File: src/hdl/swm_pkg.sv
// ----------------------------------------------------------------------------
// swm_pkg
// shared constants and controller/datapath interface types for the
// sliding window mode filter
// ----------------------------------------------------------------------------
package swm_pkg;

  localparam int MAX_WINDOW = 64;
  localparam int VALUE_BITS = 8;
  localparam int NUM_VALUES = 1 << VALUE_BITS;

  localparam int PTR_W  = (MAX_WINDOW > 1) ? $clog2(MAX_WINDOW) : 1;
  localparam int FILL_W = $clog2(MAX_WINDOW + 1);
  localparam int CNT_W  = FILL_W;

  localparam int SAMPLE_W = 8;
  localparam int MODE_W   = 8;
  localparam int CFG_W    = 7;
  localparam int DATA_W   = 32;
  localparam int ADDR_W   = 3;

  localparam logic [ADDR_W-1:0] REG_WINDOW_SIZE = ADDR_W'(0);
  localparam logic [CFG_W-1:0]  WINDOW_SIZE_RST = CFG_W'(1);

  // one-hot style commands from the controller
  typedef struct packed {
    logic load;      // capture transfer, apply start request
    logic ring_rd;   // read oldest ring entry
    logic drop_rd;   // read count of the leaving value
    logic drop_wr;   // decrement count, advance oldest pointer
    logic add_rd;    // write sample into ring, read its count
    logic add_wr;    // increment count, arm the scan
    logic scan_rd;   // read next count table entry
    logic emit;      // load result register
  } swm_cmd_t;

  typedef struct packed {
    logic drop_needed;
    logic fill_eq_k;
    logic scan_last;
    logic out_free;
  } swm_stat_t;

endpackage

File: src/hdl/swm_ctrl.sv
// ----------------------------------------------------------------------------
// swm_ctrl
// sequencer for one sample: drop oldest entries, add the new one,
// scan the count table, once the window is full hand the result to the output register
// ----------------------------------------------------------------------------
module swm_ctrl (
  input  logic              clk,
  input  logic              rst,
  input  logic              in_valid,
  output logic              in_stall,
  input  swm_pkg::swm_stat_t stat,
  output swm_pkg::swm_cmd_t  cmd
);
  import swm_pkg::*;

  typedef enum logic [2:0] {
    IDLE,
    DROP_CHK,
    DROP_CNT,
    DROP_WR,
    ADD_WR,
    SCAN,
    SCAN_END,
    EMIT
  } state_t;

  state_t state;
  state_t state_next;

  always_comb begin
    state_next = state;
    cmd        = '0;
    unique case (state)
      IDLE: begin
        if (in_valid) begin
          cmd.load   = 1'b1;
          state_next = DROP_CHK;
        end
      end
      DROP_CHK: begin
        if (stat.drop_needed) begin
          cmd.ring_rd = 1'b1;
          state_next  = DROP_CNT;
        end else begin
          cmd.add_rd = 1'b1;
          state_next = ADD_WR;
        end
      end
      DROP_CNT: begin
        cmd.drop_rd = 1'b1;
        state_next  = DROP_WR;
      end
      DROP_WR: begin
        cmd.drop_wr = 1'b1;
        state_next  = DROP_CHK;
      end
      ADD_WR: begin
        cmd.add_wr = 1'b1;
        state_next = SCAN;
      end
      SCAN: begin
        cmd.scan_rd = 1'b1;
        if (stat.scan_last) begin
          state_next = SCAN_END;
        end
      end
      SCAN_END: begin
        state_next = EMIT;
      end
      EMIT: begin
        priority if (!stat.fill_eq_k) begin
          state_next = IDLE;
        end else if (stat.out_free) begin
          cmd.emit   = 1'b1;
          state_next = IDLE;
        end else begin
          state_next = EMIT;
        end
      end
      default: begin
        state_next = IDLE;
      end
    endcase
  end

  always_ff @(posedge clk) begin
    if (rst) begin
      state <= IDLE;
    end else begin
      state <= state_next;
    end
  end

  assign in_stall = (state != IDLE);

endmodule

File: src/hdl/swm_datapath.sv
// ----------------------------------------------------------------------------
// swm_datapath
// sample ring, count table with per-entry valid bits, scan compare
// and output register
// ----------------------------------------------------------------------------
module swm_datapath (
  input  logic                            clk,
  input  logic                            rst,
  input  swm_pkg::swm_cmd_t               cmd,
  output swm_pkg::swm_stat_t              stat,
  input  logic [swm_pkg::SAMPLE_W-1:0]    sample,
  input  logic                            start_req,
  input  logic [swm_pkg::CFG_W-1:0]       window_size,
  output logic                            out_valid,
  input  logic                            out_stall,
  output logic [swm_pkg::MODE_W-1:0]      mode_value
);
  import swm_pkg::*;

  // ring of the last samples, contents undefined until written
  logic [VALUE_BITS-1:0] ring_mem [MAX_WINDOW];
  logic [VALUE_BITS-1:0] ring_rd;

  // count table, entries without valid bit read as zero
  logic [CNT_W-1:0]      cnt_mem [NUM_VALUES];
  logic [NUM_VALUES-1:0] cnt_vld;
  logic [CNT_W-1:0]      cnt_rd;
  logic                  cnt_vld_rd;
  logic [CNT_W-1:0]      cnt_val;

  logic [VALUE_BITS-1:0] sample_q;
  logic [VALUE_BITS-1:0] val_q;
  logic [FILL_W-1:0]     fill;
  logic [PTR_W-1:0]      optr;
  logic [PTR_W-1:0]      optr_next;
  logic [PTR_W:0]        wr_sum;
  logic [PTR_W-1:0]      wr_idx;
  logic [FILL_W-1:0]     k_eff;

  logic [VALUE_BITS-1:0] scan_idx;
  logic [VALUE_BITS-1:0] pipe_idx;
  logic                  pipe_vld;
  logic [CNT_W-1:0]      max_count;
  logic [VALUE_BITS-1:0] best;

  logic                  cnt_we;
  logic                  cnt_re;
  logic [CNT_W-1:0]      cnt_wdata;
  logic [VALUE_BITS-1:0] cnt_raddr;

  // effective window length
  always_comb begin
    priority if (window_size == '0) begin
      k_eff = FILL_W'(1);
    end else if (int'(window_size) > MAX_WINDOW) begin
      k_eff = FILL_W'(MAX_WINDOW);
    end else begin
      k_eff = FILL_W'(window_size);
    end
  end

  // ring index arithmetic
  assign wr_sum    = (PTR_W + 1)'(optr) + (PTR_W + 1)'(fill);
  assign wr_idx    = (int'(wr_sum) >= MAX_WINDOW) ?
                     PTR_W'(int'(wr_sum) - MAX_WINDOW) : PTR_W'(wr_sum);
  assign optr_next = (int'(optr) == MAX_WINDOW - 1) ? '0 : optr + PTR_W'(1);

  assign cnt_val   = cnt_vld_rd ? cnt_rd : '0;
  assign cnt_we    = (cmd.drop_wr && (cnt_val != '0)) || cmd.add_wr;
  assign cnt_wdata = cmd.add_wr ? cnt_val + CNT_W'(1) : cnt_val - CNT_W'(1);
  assign cnt_re    = cmd.drop_rd || cmd.add_rd || cmd.scan_rd;

  always_comb begin
    priority if (cmd.drop_rd) begin
      cnt_raddr = ring_rd;
    end else if (cmd.add_rd) begin
      cnt_raddr = sample_q;
    end else begin
      cnt_raddr = scan_idx;
    end
  end

  // ring memory
  always_ff @(posedge clk) begin
    if (cmd.add_rd) begin
      ring_mem[wr_idx] <= sample_q;
    end
    if (cmd.ring_rd) begin
      ring_rd <= ring_mem[optr];
    end
  end

  // count memory
  always_ff @(posedge clk) begin
    if (cnt_we) begin
      cnt_mem[val_q] <= cnt_wdata;
    end
    if (cnt_re) begin
      cnt_rd <= cnt_mem[cnt_raddr];
    end
  end

  always_ff @(posedge clk) begin
    if (rst) begin
      cnt_vld    <= '0;
      cnt_vld_rd <= 1'b0;
    end else begin
      if (cmd.load && start_req) begin
        cnt_vld <= '0;
      end else if (cnt_we) begin
        cnt_vld[val_q] <= 1'b1;
      end
      if (cnt_re) begin
        cnt_vld_rd <= cnt_vld[cnt_raddr];
      end
    end
  end

  // window bookkeeping
  always_ff @(posedge clk) begin
    if (rst) begin
      fill <= '0;
      optr <= '0;
    end else begin
      if (cmd.load && start_req) begin
        fill <= '0;
        optr <= '0;
      end else if (cmd.add_rd) begin
        fill <= fill + FILL_W'(1);
      end else if (cmd.drop_wr) begin
        fill <= fill - FILL_W'(1);
        optr <= optr_next;
      end
    end
  end

  always_ff @(posedge clk) begin
    if (cmd.load) begin
      sample_q <= sample[VALUE_BITS-1:0];
    end
    if (cmd.drop_rd) begin
      val_q <= ring_rd;
    end else if (cmd.add_rd) begin
      val_q <= sample_q;
    end
  end

  // count table scan, first strictly larger count wins
  always_ff @(posedge clk) begin
    if (rst) begin
      pipe_vld <= 1'b0;
    end else begin
      pipe_vld <= cmd.scan_rd;
    end
  end

  always_ff @(posedge clk) begin
    if (cmd.add_wr) begin
      scan_idx  <= '0;
      max_count <= '0;
      best      <= '0;
    end else begin
      if (cmd.scan_rd) begin
        scan_idx <= scan_idx + VALUE_BITS'(1);
        pipe_idx <= scan_idx;
      end
      if (pipe_vld && (cnt_val > max_count)) begin
        max_count <= cnt_val;
        best      <= pipe_idx;
      end
    end
  end

  // output register
  always_ff @(posedge clk) begin
    if (rst) begin
      out_valid <= 1'b0;
    end else if (cmd.emit) begin
      out_valid <= 1'b1;
    end else if (!out_stall) begin
      out_valid <= 1'b0;
    end
  end

  always_ff @(posedge clk) begin
    if (cmd.emit) begin
      mode_value <= MODE_W'(best);
    end
  end

  assign stat.drop_needed = (fill >= k_eff) && (fill != '0);
  assign stat.fill_eq_k   = (fill == k_eff);
  assign stat.scan_last   = (scan_idx == '1);
  assign stat.out_free    = !out_valid || !out_stall;

endmodule

File: src/hdl/sliding_window_mode.sv
// ----------------------------------------------------------------------------
// sliding_window_mode
// running mode filter over the last window_size samples (0 acts as 1, above 64 clamps to 64);
// one mode per sample once the window is full, ties to the smallest value
// ----------------------------------------------------------------------------
// in_stall stays high until the current sample is done, so a new sample is taken only in IDLE;
// the work per sample is dominated by the 256-entry count table scan,
//   one entry per cycle
// reset: synchronous, clears window, count table valid bits and window_size = 1
// the output register holds one result while the next sample is processed
// ----------------------------------------------------------------------------
module sliding_window_mode (
  input  logic                          clk,
  input  logic                          rst,
  input  logic                          in_valid,
  output logic                          in_stall,
  input  logic [swm_pkg::SAMPLE_W-1:0]  sample,
  input  logic                          start_req,
  output logic                          out_valid,
  input  logic                          out_stall,
  output logic [swm_pkg::MODE_W-1:0]    mode_value,
  input  logic                          psel,
  input  logic                          penable,
  input  logic                          pwrite,
  input  logic [swm_pkg::ADDR_W-1:0]    paddr,
  input  logic [swm_pkg::DATA_W-1:0]    pwdata,
  output logic [swm_pkg::DATA_W-1:0]    prdata,
  output logic                          pready
);
  import swm_pkg::*;

  logic [CFG_W-1:0] window_size;
  swm_cmd_t         cmd;
  swm_stat_t        stat;
  logic             reg_sel;

  // register index from the word address
  assign reg_sel = ({paddr[ADDR_W-1:2], 2'b00} == REG_WINDOW_SIZE);
  assign pready  = 1'b1;

  always_ff @(posedge clk) begin
    if (rst) begin
      window_size <= WINDOW_SIZE_RST;
    end else if (psel && penable && pwrite && pready && reg_sel) begin
      window_size <= pwdata[CFG_W-1:0];
    end
  end

  assign prdata = reg_sel ? DATA_W'(window_size) : '0;

  swm_ctrl u_ctrl (
    .clk      (clk),
    .rst      (rst),
    .in_valid (in_valid),
    .in_stall (in_stall),
    .stat     (stat),
    .cmd      (cmd)
  );

  swm_datapath u_datapath (
    .clk         (clk),
    .rst         (rst),
    .cmd         (cmd),
    .stat        (stat),
    .sample      (sample),
    .start_req   (start_req),
    .window_size (window_size),
    .out_valid   (out_valid),
    .out_stall   (out_stall),
    .mode_value  (mode_value)
  );

endmodule
File: config.mk
export PLATFORM = sky130hd
export DESIGN_NAME = sliding_window_mode
export DESIGN_NICKNAME = d
export VERILOG_FILES = /design/src/hdl/swm_pkg.sv /design/src/hdl/swm_ctrl.sv /design/src/hdl/swm_datapath.sv /design/src/hdl/sliding_window_mode.sv
export SDC_FILE = /design/constraint.sdc
export NUM_CORES = 2
export LEC_CHECK = 0
export BUFFER_PORTS_ARGS = -buffer_cell sky130_fd_sc_hd__buf_2
export CORE_ASPECT_RATIO = 0.75
export CORE_UTILIZATION = 55
export DETAILED_ROUTE_END_ITERATION = 6
export PLACE_DENSITY = 0.71
export RECOVER_POWER = 100
export SYNTH_ARGS = -nofsm -noshare
export SYNTH_HDL_FRONTEND = slang
export SYNTH_SLANG_ARGS = --single-unit
File: constraint.sdc
create_clock -name clk -period 17.6 [get_ports clk]
set_clock_uncertainty 0.1 [all_clocks]
set_input_delay 1.76 -clock clk [delete_from_list [all_inputs] [get_ports clk]]
set_output_delay 1.76 -clock clk [all_outputs]
set_load 0.03 [all_outputs]
=== After elaboration in Yosys (flattened, before gate mapping) ===
Memories as Yosys holds them, arrays and structs flattened. A register that Yosys moved wholly into a read port is not among the register bits.
Cells that the tools add are included.

* Bits in registers: 337
* RAM bits: 2304
* Input port bits: 51
* Output and inout bits: 43
* Memories: 2

{| class="wikitable"
|+ Memory list
! name !! depth !! width !! rd ports !! clocked after Yosys merged registers in !! wr ports !! RTL line !! source
|-
| u_datapath.cnt_mem || 256 || 7 || 1 || 1 || 1 || swm_datapath.sv:25 || <nowiki>logic [CNT_W-1:0] cnt_mem [NUM_VALUES];</nowiki>
|-
| u_datapath.ring_mem || 64 || 8 || 1 || 1 || 1 || swm_datapath.sv:21 || <nowiki>logic [VALUE_BITS-1:0] ring_mem [MAX_WINDOW];</nowiki>
|}

* Add/subtract/negate cells: 8
* $lt $le $gt $ge: 7
* Eq/ne operators: 13
* Multiplexer cells: 42
* Bitwise gates (word level): 4
* Reductions and logical operators: 25

{| class="wikitable"
|+ Operator list
! operator !! count
|-
| 256-bit OR || 1
|-
| 7-bit two-way mux || 7
|-
| 8-bit two-way mux || 4
|-
| 3-bit one-hot mux with 8 select lines || 1
|-
| 1-bit two-way mux || 21
|-
| 8-bit by 9-bit < comparator with 1-bit output (second input constant) || 2
|-
| 3-bit two-way mux || 5
|-
| 7-bit by 1-bit adder with 7-bit output (second input constant) || 2
|-
| 7-bit nonzero test || 2
|-
| 7-bit by 1-bit subtractor with 7-bit output (second input constant) || 2
|-
| 3-bit equality test (second input constant) || 4
|-
| 6-bit two-way mux || 2
|-
| 8-bit by 1-bit adder with 8-bit output (second input constant) || 1
|-
| 1-bit binary-select mux with 8-bit select || 1
|-
| 1-bit demux with 8-bit select || 1
|-
| 8-bit equality test (second input constant) || 1
|-
| 8-bit by 1-bit >= comparator with 1-bit output (second input constant) || 1
|-
| 1-bit logical AND || 8
|-
| 6-bit by 7-bit adder with 7-bit output || 1
|-
| 7-bit equality test || 1
|-
| 7-bit >= comparator || 1
|-
| 7-bit >= comparator (second input constant) || 1
|-
| 7-bit greater-than comparator || 1
|-
| 7-bit greater-than comparator (second input constant) || 1
|-
| other kinds (16) || 27
|}

=== Depth between registers and ports, before layout ===
* Depth in word-level cells: 11
* Gate-level depth with buffers: 20

=== By module ===
A second synthesis with hierarchy kept.

* Cells, all modules: 6770
* Area total of the unflattened synthesis: 104989.4 um^2

{| class="wikitable"
|+ By module, submodules not included
! module !! times used !! cells an instance !! area each (um^2) !! seq. area each (um^2)
|-
| swm_datapath || 1 || 6670 || 104158.6 || 76503.4
|-
| sliding_window_mode || 1 || 66 || 581.8 || 140.1
|-
| swm_ctrl || 1 || 34 || 249.0 || 60.1
|}

=== Worst setup path before layout ===
Ideal clock, no wire load.

* Kind: register to register
* Start point: register u_datapath.cnt_vld_rd
* End point: memory u_datapath.cnt_mem[0][6] (netlist name), data pin
* Data arrival time: 11.433 ns
* Slack: 4.421 ns
* Stages on the path, launching flop included: 10
* Cell sequence: dfxtp_1 nand2_1 inv_1 fa_1 a21oi_1 nor2_1 nor2_1 o21bai_1 a21oi_1 xnor2_1

* Word-level cells in the longest chain between the ends: 3

{| class="wikitable"
|+ RTL lines
! item !! RTL line !! source
|-
| from (decl) || swm_datapath.sv:28 || <nowiki>logic cnt_vld_rd;</nowiki>
|-
| from (signal assigned) || swm_datapath.sv:114 || <nowiki>cnt_vld_rd <= cnt_vld[cnt_raddr];</nowiki>
|-
| 7-bit two-way mux * || swm_datapath.sv:68 || <nowiki>assign cnt_val = cnt_vld_rd ? cnt_rd : '0;</nowiki>
|-
| named net u_datapath.cnt_val[0] || swm_datapath.sv:29 || <nowiki>logic [CNT_W-1:0] cnt_val;</nowiki>
|-
| 7-bit by 1-bit subtractor with 7-bit output / 7-bit by 1-bit adder with 7-bit output (equally long branches) || swm_datapath.sv:70 || <nowiki>assign cnt_wdata = cmd.add_wr ? cnt_val + CNT_W'(1) : cnt_val - CNT_W'(1);</nowiki>
|-
| 7-bit two-way mux * || swm_datapath.sv:70 ||
|-
| named net u_datapath.cnt_wdata[6] || swm_datapath.sv:48 || <nowiki>logic [CNT_W-1:0] cnt_wdata;</nowiki>
|-
| to (decl) || swm_datapath.sv:25 ||
|}

Mark *: on every way through the listed nets, which the timed path passes. The rest lies on a longest branch.

=== Worst setup path in the final report ===
* Start point: register u_datapath.cnt_vld_rd
* End point: memory u_datapath.cnt_mem[80][2] (netlist name), data pin

Same word-level chain as after synthesis.

==> out/results.tsv <==
metric	value	unit
yosys-top-cells-count	edfxtp_1 (2,351), nand2_1 (1,646), nor2_1 (926)	
dominantRegCellSynth	edfxtp_1	
post_cts_resized	0	
layout_setup_ws	5.481	ns
cts_root_buffer	clkbuf_16	
dp_cells	10184	
distinct_cells_synth	66	
net_count_reported_at_finish	7968	
layout-drive-gt1-share	7.933	%
cts_sinks	2656	
synth_enable_flop_cells	2351	
flow.area_growth_from_synthesis	8.936	%
tritoncts	yes	
report.final.setup_viol	0	
cts.htree.levels	4	
timing_worst_slew_pin_value	7.771	ns
synth_top_area_cell	edfxtp_1	
ys_seq_area_share	71.86	%
route.detailed.drc	0	
vias_per_cell	6.322	
fin_crit_sh	68.86	%
required	17.68	ns
setup_total_negative_slack	0	ns
final_util	60.51	%
postSynth.asyncResetShare	0	%
drv_cap	40	
post_cts.repair.setup_buffers	0	
total_number_of_yosys_warnings	0	
violations	max-capacitance violations, max-slew violations	
num_antenna_cells	0	
overflow	0	
post_synth_instance_area	106700	sq um
timing_hold_violations_final	0	
cts_made_buffers	233	
grt_max_degree	257	
worst_slew_margin_rel	-418.1	%
timing.hold.worst.class	reg -> reg	
die_width	510.7	um
worst_vdd_drop	0.3029	mV
ctsHoldBuffers	0	
rows	139	
drt-total-wl	281.4	mm
synth_cells	8015	
setup.worst_path.end_class	flip-flop	
via_count	67210	
power_density	206.5	nW/um^2
slew_violations	2048	
final_ant_viol_nets	0	
setup_crit_path_kind	reg -> reg	
grt_use_total	28.29	%
hpwlAfterDp	161.2	mm
port_buffers	40	
period_needed	12.12	ns
boundaryPins	94	
timing.critical_path.from_type	flip-flop	
drt_iter0_drc	9877	
drtPass1Iterations	6	
core	192200	sq um
stdcell_count	10631	
post-synth-top-count-cell	edfxtp_1	
status	finished, violations left	
critPathMaxFanout	72	
drt-wirelength-per-cell	26.47	um
synth_seq_cells	2656	
achievable-frequency	0.08251	GHz
start_util	55.55	%
grt_antenna_before_repair	19	
worstPathArrival	12.20	ns
placement_setup_slack	10.21	ns
chipHeight	383.5	um
ys_top_cells_by_area	edfxtp_1 (66%), nand2_1 (5.8%), dfxtp_1 (5.7%)	
clock_path_buffers	3	
power.leakage	0.03794	uW
grt_first_pass_wirelength	411.5	mm
rsz_0062_raised_after_global_routing	false	
synth_top_cell_area_share	66.14	%
clk-insertion-delay-late	0.90	ns
place.gp.congestion	0.8981	
clk_pin_slew	0.07	ns
via_count_of_the_first_global_routing_pass	62581	
synth.avg_cell_area	13.32	sq um
die_area	195900	sq um
metrics by stage:
step	hold WS, ns	cell area, sq um	power (uW)
2_1_floorplan	0.3076	106800	15360
3_3_place_gp	0.3232	108900	18450
3_5_place_dp	0.3213	108900	18640
4_1_cts	0.3409	116500	23660
5_1_grt	0.3467	116300	24870
6_report	0.3416	116300	24010
sequential cells by signal, summed over array words and instances (netlist names), 6 cells and up:
signal	cells
u_datapath.best	8
u_datapath.cnt_mem	1792
u_datapath.cnt_rd	7
u_datapath.cnt_vld	256
u_datapath.fill	7
u_datapath.max_count	7
u_datapath.mode_value	8
u_datapath.optr	6
u_datapath.pipe_idx	8
u_datapath.ring_mem	512
u_datapath.ring_rd	8
u_datapath.sample_q	8
u_datapath.scan_idx	8
u_datapath.val_q	8
window_size	7
where the power goes:
part / switching [uW] / internal [uW] / leakage, uW
clock network: 2330 / 2760 / 0.00370
logic: 7950 / 2670 / 0.0109
registers: 78.5 / 8220 / 0.0233
total: 10400 / 13700 / 0.0379
worst max-delay path: stages, from the launching register on:
cell,delay [ns]
dfxtp_1,0.39
nand2_1,2.16
inv_1,0.56
fa_1,0.65
xor2_1,2.43
clkbuf_1,2.60
clkbuf_1,2.34
metal layers:
layer | vias up | track usage, % | routed length, um
met4 | 22 | 9.811 | 9926
met5 | - | 0 | 159
li1 | 29230 | - | -
met2 | 3992 | 39.88 | 120100
met3 | 557 | 8.176 | 37640
met1 | 33409 | 42.03 | 113600
cell usage in the layout (no fill, tap or decap), types with 20 or more instances in the layout:
| cell type | netlist | layout |
|---|---|---|
| nor4_1 | 24 | 24 |
| and3_1 | 107 | 105 |
| nand4_1 | 19 | 20 |
| clkbuf_1 | 230 | 130 |
| dfxtp_1 | 305 | 303 |
| ha_1 | 31 | 31 |
| a21oi_1 | 59 | 57 |
| a31oi_1 | 156 | 155 |
| a22oi_1 | 36 | 36 |
| nor2_1 | 926 | 920 |
| o21ai_0 | 41 | 42 |
| mux2i_1 | 257 | 257 |
| inv_1 | 100 | 100 |
| edfxtp_1 | 2351 | 2351 |
| nand3_1 | 636 | 633 |
| a211oi_1 | 89 | 90 |
| nor3_1 | 66 | 66 |
| conb_1 | 2 | 26 |
| a32oi_1 | 23 | 23 |
| buf_4 | 62 | 75 |
| clkbuf_16 | 0 | 233 |
| mux4_2 | 172 | 172 |
| clkinv_2 | 0 | 41 |
| buf_2 | 209 | 22 |
| clkinv_1 | 0 | 40 |
| a311oi_1 | 231 | 231 |
| nand2_1 | 1646 | 1641 |
cell type report:
type | instances | area [sq um]
Sequential cell | 2656 | 76710
Tap cell | 2538 | 3176
Clock buffer | 330 | 6385
Fill cell | 14165 | 75890
Timing Repair Buffer | 161 | 1096
Multi-Input combinational cell | 4731 | 27310
Clock inverter | 115 | 1236
Inverter | 100 | 375.4
worst paths after layout:
path | from | endpoint | slack, ns | cells past startpoint
max | u_datapath.cnt_vld_rd | u_datapath.cnt_mem[80][2] | 5.48 | 6
min | u_datapath.best[5] | u_datapath.mode_value[5] | 0.34 | 0
min reg2reg | u_datapath.best[5] | u_datapath.mode_value[5] | 0.34 | 0
max reg2reg | u_datapath.cnt_vld_rd | u_datapath.cnt_mem[80][2] | 5.48 | 6
logic make-up after synthesis:
logic type,Yosys count,share of synthesized area (%)
XOR/XNOR,28,0.2297
flip-flops,2656,71.86
AND/OR/NAND/NOR,3486,13.62
buffers and inverters,652,2.756
multiplexers,429,6.039
other,2,0.007035
AO/OA/AOI/OAI,728,5.073
adder cells (fa/ha/maj),34,0.4196
Power figures use the tool's default switching activity.
